==> src/hw/rtl/pqnp_pkg.sv <==
`default_nettype none

package pqnp_pkg;

    localparam int unsigned BYTES_PER_SIDE  = 131072;
    localparam int unsigned PALETTE_ENTRIES = 6;
    localparam int unsigned MAX_COLUMNS     = 2048;

    localparam int unsigned NIB_CNT_W = $clog2(2 * BYTES_PER_SIDE);
    localparam int unsigned ADDR_W    = 17;
    localparam int unsigned COL_W     = 11;
    localparam int unsigned COLCNT_W  = 12;
    localparam int unsigned COLOR_W   = 24;
    localparam int unsigned DIST_W    = 18;
    localparam int unsigned IDX_W     = 3;
    localparam int unsigned CFG_IDX_W = 3;

    localparam int unsigned FIFO_DEPTH = 4;
    localparam int unsigned FIFO_PTR_W = $clog2(FIFO_DEPTH);
    localparam int unsigned FIFO_CNT_W = $clog2(FIFO_DEPTH + 1);

    localparam logic [NIB_CNT_W:0]   NIB_LIMIT = (NIB_CNT_W + 1)'(2 * BYTES_PER_SIDE);
    localparam logic [NIB_CNT_W-1:0] NIB_WRAP  = NIB_CNT_W'(2 * BYTES_PER_SIDE - 2);

    localparam logic [CFG_IDX_W-1:0] REG_COLOR_0      = 3'd0;
    localparam logic [CFG_IDX_W-1:0] REG_COLOR_5      = 3'd5;
    localparam logic [CFG_IDX_W-1:0] REG_PALETTE_SIZE = 3'd6;
    localparam logic [CFG_IDX_W-1:0] REG_COLUMN_COUNT = 3'd7;

    localparam logic [2:0]          PALETTE_SIZE_RESET = 3'd6;
    localparam logic [COLCNT_W-1:0] COLUMN_COUNT_RESET = 12'd480;

    typedef struct packed {
        logic              side;
        logic [ADDR_W-1:0] byte_address;
        logic [7:0]        byte_value;
        logic              last_of_run;
    } result_t;

    // palette index to display code: 0,1,2,3,5,6
    function automatic logic [2:0] display_code(input logic [IDX_W-1:0] idx);
        logic [2:0] code;
        case (idx)
            3'd4:    code = 3'd5;
            3'd5:    code = 3'd6;
            3'd0, 3'd1, 3'd2, 3'd3: code = idx;
            default: code = 3'd0;
        endcase
        return code;
    endfunction

    function automatic logic [DIST_W-1:0] sq_dist(input logic [7:0]         r,
                                                  input logic [7:0]         g,
                                                  input logic [7:0]         b,
                                                  input logic [COLOR_W-1:0] c);
        logic [7:0]  dr, dg, db;
        logic [15:0] sr, sg, sb;
        dr = (r > c[23:16]) ? r - c[23:16] : c[23:16] - r;
        dg = (g > c[15:8])  ? g - c[15:8]  : c[15:8]  - g;
        db = (b > c[7:0])   ? b - c[7:0]   : c[7:0]   - b;
        sr = dr * dr;
        sg = dg * dg;
        sb = db * db;
        return {2'b00, sr} + {2'b00, sg} + {2'b00, sb};
    endfunction

endpackage

`default_nettype wire

==> src/hw/rtl/palette_quantize_nibble_pack.sv <==
// A pixel goes through the pixel and distance registers and the queue before m_*.
// Throughput: one pixel per cycle while the result queue has room for two results;
//   an end-of-frame pixel that flushes may write two results into the four-entry queue.
// Stages: pixel register, squared-distance register, pick/pack into the result queue.
// Reset clears the pipeline, the queue and the packing counters, and sets the
//   palette to zero, palette_size to 6 and column_count to 480.
`default_nettype none

module palette_quantize_nibble_pack (
    input  wire logic                              aclk,
    input  wire logic                              aresetn,

    input  wire logic                              cfg_we,
    input  wire logic [pqnp_pkg::CFG_IDX_W-1:0]    cfg_index,
    input  wire logic [pqnp_pkg::COLOR_W-1:0]      cfg_data,

    input  wire logic                              s_valid,
    output      logic                              s_ready,
    input  wire logic [7:0]                        s_red,
    input  wire logic [7:0]                        s_green,
    input  wire logic [7:0]                        s_blue,
    input  wire logic                              s_end_of_frame,

    output      logic                              m_valid,
    input  wire logic                              m_ready,
    output      logic                              m_side,
    output      logic [pqnp_pkg::ADDR_W-1:0]       m_byte_address,
    output      logic [7:0]                        m_byte_value,
    output      logic                              m_last_of_run
);

    localparam int unsigned NE   = pqnp_pkg::PALETTE_ENTRIES;
    localparam int unsigned NCW  = pqnp_pkg::NIB_CNT_W;
    localparam int unsigned AW   = pqnp_pkg::ADDR_W;
    localparam int unsigned CW   = pqnp_pkg::COL_W;
    localparam int unsigned CCW  = pqnp_pkg::COLCNT_W;
    localparam int unsigned DW   = pqnp_pkg::DIST_W;
    localparam int unsigned IW   = pqnp_pkg::IDX_W;
    localparam int unsigned PW   = pqnp_pkg::FIFO_PTR_W;
    localparam int unsigned FCW  = pqnp_pkg::FIFO_CNT_W;

    // configuration
    logic [pqnp_pkg::COLOR_W-1:0] palette_reg [NE];
    logic [2:0]                   palette_size_reg;
    logic [CCW-1:0]               column_count_reg;

    // pipeline
    logic          s1_valid_reg;
    logic [7:0]    s1_red_reg, s1_green_reg, s1_blue_reg;
    logic          s1_eof_reg;
    logic          s2_valid_reg;
    logic [DW-1:0] s2_dist_reg [NE];
    logic          s2_eof_reg;
    logic          s1_ready, s2_ready, s2_fire;

    // packing state
    logic [CW-1:0]  col_pos_reg, col_pos_next;
    logic [NCW-1:0] left_cnt_reg, right_cnt_reg, left_cnt_next, right_cnt_next;
    logic [2:0]     left_pend_reg, right_pend_reg, left_pend_next, right_pend_next;

    // result queue
    pqnp_pkg::result_t fifo_reg [pqnp_pkg::FIFO_DEPTH];
    logic [PW-1:0]     wr_ptr_reg, rd_ptr_reg;
    logic [FCW-1:0]    fifo_cnt_reg;
    logic              pop;

    // selection and packing
    logic [2:0]              n_search;
    logic [NE-1:0]           entry_en;
    logic [DW-1:0]           best_d;
    logic [IW-1:0]           win_idx;
    logic [2:0]              code;
    logic [CCW-1:0]          cols;
    logic                    go_left;
    logic [CCW-1:0]          col_inc;
    logic [NCW-1:0]          sel_cnt, cnt_upd;
    logic [NCW:0]            cnt_inc;
    logic [2:0]              sel_pend, pend_upd;
    logic [NCW-1:0]          left_cnt_after, right_cnt_after;
    logic [2:0]              left_pend_after, right_pend_after;
    logic                    c0_v, c1_v, c2_v;
    pqnp_pkg::result_t       c0, c1, c2, slot0, slot1;
    logic [1:0]              n_res;

    assign s2_fire  = s2_valid_reg && (fifo_cnt_reg <= FCW'(pqnp_pkg::FIFO_DEPTH - 2));
    assign s2_ready = !s2_valid_reg || s2_fire;
    assign s1_ready = !s1_valid_reg || s2_ready;
    assign s_ready  = s1_ready;

    // nearest enabled entry, lowest index on a tie
    always_comb begin
        n_search = (palette_size_reg > 3'(NE)) ? 3'(NE) : palette_size_reg;
        best_d   = '1;
        win_idx  = '0;
        for (int i = 0; i < NE; i++) begin
            entry_en[i] = 3'(i) < n_search;
            if (entry_en[i] && (s2_dist_reg[i] < best_d)) begin
                best_d  = s2_dist_reg[i];
                win_idx = IW'(i);
            end
        end
        code = pqnp_pkg::display_code(win_idx);
    end

    always_comb begin
        cols = (column_count_reg > CCW'(pqnp_pkg::MAX_COLUMNS))
             ? CCW'(pqnp_pkg::MAX_COLUMNS) : column_count_reg;
        go_left = col_pos_reg < cols[CCW-1:1];
        col_inc = {1'b0, col_pos_reg} + CCW'(1);

        sel_cnt  = go_left ? left_cnt_reg  : right_cnt_reg;
        sel_pend = go_left ? left_pend_reg : right_pend_reg;
        cnt_inc  = {1'b0, sel_cnt} + (NCW + 1)'(1);
        // hold at the last byte once the buffer is full
        cnt_upd  = (cnt_inc >= pqnp_pkg::NIB_LIMIT) ? pqnp_pkg::NIB_WRAP : cnt_inc[NCW-1:0];
        pend_upd = sel_cnt[0] ? sel_pend : code;

        left_cnt_after   = go_left ? cnt_upd  : left_cnt_reg;
        left_pend_after  = go_left ? pend_upd : left_pend_reg;
        right_cnt_after  = go_left ? right_cnt_reg  : cnt_upd;
        right_pend_after = go_left ? right_pend_reg : pend_upd;

        c0_v = sel_cnt[0];
        c0.side         = !go_left;
        c0.byte_address = AW'(sel_cnt >> 1);
        c0.byte_value   = {1'b0, sel_pend, 1'b0, code};
        c0.last_of_run  = 1'b0;

        c1_v = s2_eof_reg && left_cnt_after[0];
        c1.side         = 1'b0;
        c1.byte_address = AW'(left_cnt_after >> 1);
        c1.byte_value   = {1'b0, left_pend_after, 4'h0};
        c1.last_of_run  = 1'b0;

        c2_v = s2_eof_reg && right_cnt_after[0];
        c2.side         = 1'b1;
        c2.byte_address = AW'(right_cnt_after >> 1);
        c2.byte_value   = {1'b0, right_pend_after, 4'h0};
        c2.last_of_run  = 1'b0;

        // pack the valid candidates in order into two slots
        slot0 = c0_v ? c0 : (c1_v ? c1 : c2);
        slot1 = c0_v ? (c1_v ? c1 : c2) : c2;
        n_res = {1'b0, c0_v} + {1'b0, c1_v} + {1'b0, c2_v};
        if (n_res == 2'd1) begin
            slot0.last_of_run = 1'b1;
        end
        if (n_res == 2'd2) begin
            slot1.last_of_run = 1'b1;
        end

        if (s2_eof_reg) begin
            col_pos_next    = '0;
            left_cnt_next   = '0;
            right_cnt_next  = '0;
            left_pend_next  = '0;
            right_pend_next = '0;
        end else begin
            col_pos_next    = (col_inc >= cols) ? '0 : col_inc[CW-1:0];
            left_cnt_next   = left_cnt_after;
            right_cnt_next  = right_cnt_after;
            left_pend_next  = left_pend_after;
            right_pend_next = right_pend_after;
        end
    end

    assign pop            = m_valid && m_ready;
    assign m_valid        = fifo_cnt_reg != '0;
    assign m_side         = fifo_reg[rd_ptr_reg].side;
    assign m_byte_address = fifo_reg[rd_ptr_reg].byte_address;
    assign m_byte_value   = fifo_reg[rd_ptr_reg].byte_value;
    assign m_last_of_run  = fifo_reg[rd_ptr_reg].last_of_run;

    // control state
    always_ff @(posedge aclk) begin
        if (!aresetn) begin
            for (int i = 0; i < NE; i++) begin
                palette_reg[i] <= '0;
            end
            palette_size_reg <= pqnp_pkg::PALETTE_SIZE_RESET;
            column_count_reg <= pqnp_pkg::COLUMN_COUNT_RESET;
            s1_valid_reg     <= 1'b0;
            s2_valid_reg     <= 1'b0;
            col_pos_reg      <= '0;
            left_cnt_reg     <= '0;
            right_cnt_reg    <= '0;
            left_pend_reg    <= '0;
            right_pend_reg   <= '0;
            wr_ptr_reg       <= '0;
            rd_ptr_reg       <= '0;
            fifo_cnt_reg     <= '0;
        end else begin
            if (cfg_we) begin
                unique case (cfg_index) inside
                    [pqnp_pkg::REG_COLOR_0:pqnp_pkg::REG_COLOR_5]:
                        palette_reg[cfg_index] <= cfg_data;
                    pqnp_pkg::REG_PALETTE_SIZE: palette_size_reg <= cfg_data[2:0];
                    pqnp_pkg::REG_COLUMN_COUNT: column_count_reg <= cfg_data[CCW-1:0];
                    default: ;
                endcase
            end
            if (s1_ready) begin
                s1_valid_reg <= s_valid;
            end
            if (s2_ready) begin
                s2_valid_reg <= s1_valid_reg;
            end
            if (s2_fire) begin
                col_pos_reg    <= col_pos_next;
                left_cnt_reg   <= left_cnt_next;
                right_cnt_reg  <= right_cnt_next;
                left_pend_reg  <= left_pend_next;
                right_pend_reg <= right_pend_next;
                wr_ptr_reg     <= wr_ptr_reg + PW'(n_res);
            end
            if (pop) begin
                rd_ptr_reg <= rd_ptr_reg + PW'(1);
            end
            fifo_cnt_reg <= fifo_cnt_reg + (s2_fire ? FCW'(n_res) : FCW'(0))
                          - (pop ? FCW'(1) : FCW'(0));
        end
    end

    // payload
    always_ff @(posedge aclk) begin
        if (s_valid && s1_ready) begin
            s1_red_reg   <= s_red;
            s1_green_reg <= s_green;
            s1_blue_reg  <= s_blue;
            s1_eof_reg   <= s_end_of_frame;
        end
        if (s1_valid_reg && s2_ready) begin
            for (int i = 0; i < NE; i++) begin
                s2_dist_reg[i] <= pqnp_pkg::sq_dist(s1_red_reg, s1_green_reg, s1_blue_reg,
                                                    palette_reg[i]);
            end
            s2_eof_reg <= s1_eof_reg;
        end
        if (s2_fire) begin
            if (n_res != 2'd0) begin
                fifo_reg[wr_ptr_reg] <= slot0;
            end
            if (n_res == 2'd2) begin
                fifo_reg[wr_ptr_reg + PW'(1)] <= slot1;
            end
        end
    end

endmodule

`default_nettype wire
==> config.mk <==
export PLATFORM = sky130hd
export DESIGN_NAME = palette_quantize_nibble_pack
export DESIGN_NICKNAME = d
export VERILOG_FILES = /design/src/hw/rtl/pqnp_pkg.sv /design/src/hw/rtl/palette_quantize_nibble_pack.sv
export SDC_FILE = /design/constraint.sdc
export NUM_CORES = 2
export LEC_CHECK = 0
export ABC_AREA = 1
export BUFFER_PORTS_ARGS = -buffer_cell sky130_fd_sc_hd__buf_2
export CORE_MARGIN = 3
export CORE_UTILIZATION = 58
export DETAILED_ROUTE_END_ITERATION = 10
export GPL_TIMING_DRIVEN = 0
export PLACE_DENSITY = 0.77
export REMOVE_ABC_BUFFERS = 1
export SETUP_SLACK_MARGIN = 0.5
export SLEW_MARGIN = 20
export SYNTH_ARGS = -nofsm -noshare
export SYNTH_HDL_FRONTEND = slang
export SYNTH_SLANG_ARGS = --single-unit
==> constraint.sdc <==
create_clock -name aclk -period 25.1 [get_ports aclk]
set_input_delay 3.765 -clock aclk [delete_from_list [all_inputs] [get_ports aclk]]
set_output_delay 3.765 -clock aclk [all_outputs]
set_load 0.1 [all_outputs]
Word level (Yosys, flattened, before mapping) --
Memory sizes are Yosys's and may differ from the RTL's. A register that Yosys moved wholly into a read port is not among the register bits. Cells that the tools add are included.
Operators by class: add/sub/neg operators 57, multiply operators 18, magnitude comparators 38, equality and inequality tests 9, muxes and demuxes 70, reductions and logical operators 25
Operators by type and width (count):
- $mul A8 B8 Y16 | 18
- $sub A8 B8 Y8 | 36
- $mux W18 | 11
- $gt A8 B8 Y1 | 18
- $mux W8 | 18
- $add A17 B16 Y18 | 6
- $add A16 B16 Y17 | 6
- $lt A18 B18 Y1 | 5
- $mux W27 | 3
- $mux W3 | 10
- $mux W24 | 1
- $reduce_or A24 Y1 | 1
- $mux W11 | 2
- $add A18 B1 Y19 const B | 1
- $ge A19 B19 Y1 const B | 1
- $lt A18 B18 Y1 const B | 1
- $mux W1 | 18
- $logic_and A1 B1 Y1 | 13
- $add A11 B1 Y12 const B | 1
- $eq A3 B3 Y1 const B | 4
- $ge A12 B12 Y1 | 1
- $gt A12 B12 Y1 const B | 1
- $mux W12 | 1
- $lt A11 B11 Y1 | 1
- other kinds (26) | 39
Storage, ports and cells: bits in registers 103, RAM bits 360, input bits 57, logic and storage cells 237, memories kept 3
Memory list:
- palette_reg | depth 6, width 24, read ports 6, clocked after memory_dff 0, write ports 6, line palette_quantize_nibble_pack.sv:43 | logic [pqnp_pkg::COLOR_W-1:0] palette_reg [NE];
- fifo_reg | depth 4, width 27, read ports 1, clocked after memory_dff 1, write ports 2, line palette_quantize_nibble_pack.sv:62 | pqnp_pkg::result_t fifo_reg [pqnp_pkg::FIFO_DEPTH];
- s2_dist_reg | depth 6, width 18, read ports 6, clocked after memory_dff 0, write ports 6, line palette_quantize_nibble_pack.sv:52 | logic [DW-1:0] s2_dist_reg [NE];

Logic depth before layout (Yosys ltp) --
depth in word-level cells 28, gate-level depth with buffers 73

Worst setup path after synthesis --
No wires, ideal clock.
path type reg-to-reg, from memory s2_dist_reg[0][15] in the netlist's numbering, to memory fifo_reg[1][6] in the netlist's numbering (data pin), library setup time 252 ps, arrival 8710 ps, data required time 24848 ps, path slack 16138 ps, cell stages (with the launch flop) 61, period minus slack after synthesis 8962 ps, path through edfxtp_1 -> nand2_1 -> nor2_1 -> nand2_1 -> nor2_2 -> nand2_2 -> nand2_4 -> clkbuf_1 -> nor2_1 -> ha_1 -> nand2_1 -> inv_1 -> nand3_1 -> nor2_1 -> nand4_2 -> nand4_4 -> clkbuf_1 -> o21ai_0 -> [... 25 more ...] -> clkbuf_1 -> o21ai_0 -> ha_1 -> nand2_1 -> o21ai_0 -> a21oi_1 -> or2_2 -> a31oi_1 -> nor2_1 -> nand2_2 -> nand2_2 -> nand2_1 -> nand3_1 -> and2_1 -> nand2_1 -> nand2_2 -> nand2_1 -> nand2_1
RTL lines (line):
- start, declared | palette_quantize_nibble_pack.sv:52
- end, declared | palette_quantize_nibble_pack.sv:62

==> flow_summary.yaml <==
drt:
  vias_per_cell: 5.58
  drtAntennaViolNets: 0
  routed_wirelength_um: 167000
  drcViolationCount: 0
  drtIter0Drc: 4332
  drtPass1Iterations: 6
  wl_per_cell_um: 18.9
  vias: 49300
global_route:
  grt_max_degree: 88
  grt_usage: 0.299
  gr-total-overflow: 0
  antenna_found_initial: 6
  grt_first_pass_wirelength_um: 266000
  grt_pass1_vias: 50500
synthesis:
  ys_types: 57
  syn_area_per_cell_um2: 8.62
  synth_top_area_frac: 0.261
  ys_seq_area_frac: 0.201
  synth-edff-count: 366
  postSynth.asyncResetShare: 0
  syn_inst: 7382
  synth_area_mm2: 0.0636
  yosys.area.top_type: "fa_1"
  yosys-top-cells-area: "fa_1 (26%), edfxtp_1 (17%), ha_1 (17%)"
  ys.warnings.count: 0
  synthFlopType: "edfxtp_1"
  ys_seq_elements: 457
floorplanning:
  die_w_um: 337
  core_area_mm2: 0.108
  die_area_mm2: 0.114
  initial_core_util: 0.589
  io_pins: 86
  fp-row-count: 120
  die_h_um: 337
sta:
  finalCritPeriodShare: 0.501
  slew_viol_final: 0
  holdWs_ps: 459
  totalNegativeSetupSlack_ps: 0
  relSlewSlack: 0.209
  hold_violations: 0
  setup_viol: 0
  rsz0062_at_grt: "no"
  min_period_ps: 12580
  clock_skew_ps: 43.1
  clock.fmax_mhz: 79.5
  tightest_slew_ps: 1180
  timing.final.ws_setup_ps: 12520
clock_network:
  post-cts-setup-buffers: 0
  clock_sinks: 457
  cts_resized: 0
  htree_num_levels: 2
  clockBufferDepth: 3
  cts_tree: "done"
  ctsHoldBuffers: 0
  clk_latency_ps: 670
  clockRootBuffer: "clkbuf_16"
  cts_buffers: 52
  clkTransAtPathRegs_ps: 60
final_layout:
  fin_cells: 8830
  largest_reg_flops: 144
  final_common_cell: "inv_1"
  syn2layout_area_growth_pct: 6.33
  drive_gt1_frac: 0.0404
  fill_cells: 9007
  final_cell_mix: "inv_1 (1,754), nor2_1 (876), ha_1 (848)"
  finalNetCount: 9115
worst_setup_path:
  cp_max_fo: 38
  cp-end-kind: "flip-flop"
  crit_buf_inv: 3
  worst_ep_arrival_time_ps: 12990
  cpMostUsedCell: "nand2_1"
  critPathRequiredTime_ps: 25510
  slowest_delay_ps: 960
  critPathLaunchType: "flip-flop"
  crit_family: "compound AO/OA/AOI/OAI gates"
  crit_type: "reg -> reg"
  crit_slowest_cell: "o21ai_0"
placement:
  place_hpwl_um: 135000
  place_congestion: 0.937
  io_buffer_count: 83
  placedCellCount: 8730
  place_ws_ps: 12660
outcome:
  status: "finished, final reports clean"
run:
  cap_violations: 0
worst_hold_path:
  holdCritPathClass: "reg -> reg"
-- routing by layer --
| metal | wire length [um] | vias to the layer above | GRT usage |
|---|---|---|---|
| met2 | 79700 | 1899 | 0.504 |
| met1 | 65500 | 24000 | 0.379 |
| li1 | - | 23000 | - |
| met3 | 12900 | 411 | 0.0471 |
| met4 | 9010 | 8 | 0.142 |
| met5 | 62 | - | 0 |
-- synth_stat cells, drive strengths merged, types with 5 or more instances --
cell type  count
nor4           5
o21a           6
ha           848
inv         1771
o21bai        17
fa           829
a21o          20
a22oi         10
a31oi          6
nand4         42
nand3        181
dfxtp         91
buf           18
nand3b         7
nor3          39
or2           28
clkinv        14
xor2         207
o21ai        384
o211ai        23
o22ai        112
nand2        842
nor2         884
a211oi        21
o221ai        25
and2           8
a221oi        14
xnor2         41
mux2i         23
clkbuf       138
edfxtp       366
a21oi        344
-- final timing paths --
| path | from | end | slack [ps] | cells after the start |
|---|---|---|---|---|
| setup / recovery | palette_size_reg[0] | fifo_reg[2][5] | 12520 | 47 |
| setup reg to reg | palette_size_reg[0] | fifo_reg[2][5] | 12520 | 47 |
| hold / removal | s1_eof_reg | s2_eof_reg | 460 | 0 |
| hold reg to reg | s1_eof_reg | s2_eof_reg | 460 | 0 |
-- final cells by class --
class | count | area, um^2 | share of cell area
inverter | 1785 | 6700 | 0.0991
clock inverter | 28 | 408 | 0.00603
clock buffer | 70 | 1470 | 0.0218
tap | 1403 | 1760 | 0.0259
timing repair buffer | 100 | 722 | 0.0107
multi-input combinational | 4985 | 43800 | 0.647
antenna | 2 | 5.00 | 0.0000740
sequential | 457 | 12800 | 0.189
-- through the flow --
| step | utilization | area (um^2) |
|---|---|---|
| finish | 0.627 | 67600 |
| global route | 0.627 | 67600 |
| CTS | 0.626 | 67500 |
| detailed placement | 0.608 | 65700 |
| global placement | 0.604 | 65200 |
| floorplan | - | 63000 |
-- cells by family (layout without fill, tap and decap cells) --
family          after synthesis  count (layout)  share of synthesized area
simple gates               2040            2040                      0.131
flops                       457             457                      0.201
buf+inv                    1941            1983                      0.115
mux                          23              23                    0.00362
xor+xnor                    248             248                     0.0341
compound gates              995             995                     0.0876
other cells                   1               4                  0.0000589
fa+ha+maj                  1677            1677                      0.428
-- worst register-to-register path: cells and delay by family, from the launching register on --
family                     cells  cell delay (ps)
AOI/OAI and AO/OA             14             5170
adders and majority gates      5             1750
buffers and inverters          3              260
DFF                            1              320
and+or+nand+nor               25             4850
Power is left out: the tool's default activity adds up to more than one toggle a clock period on the data nets, which glitch-free logic cannot reach.
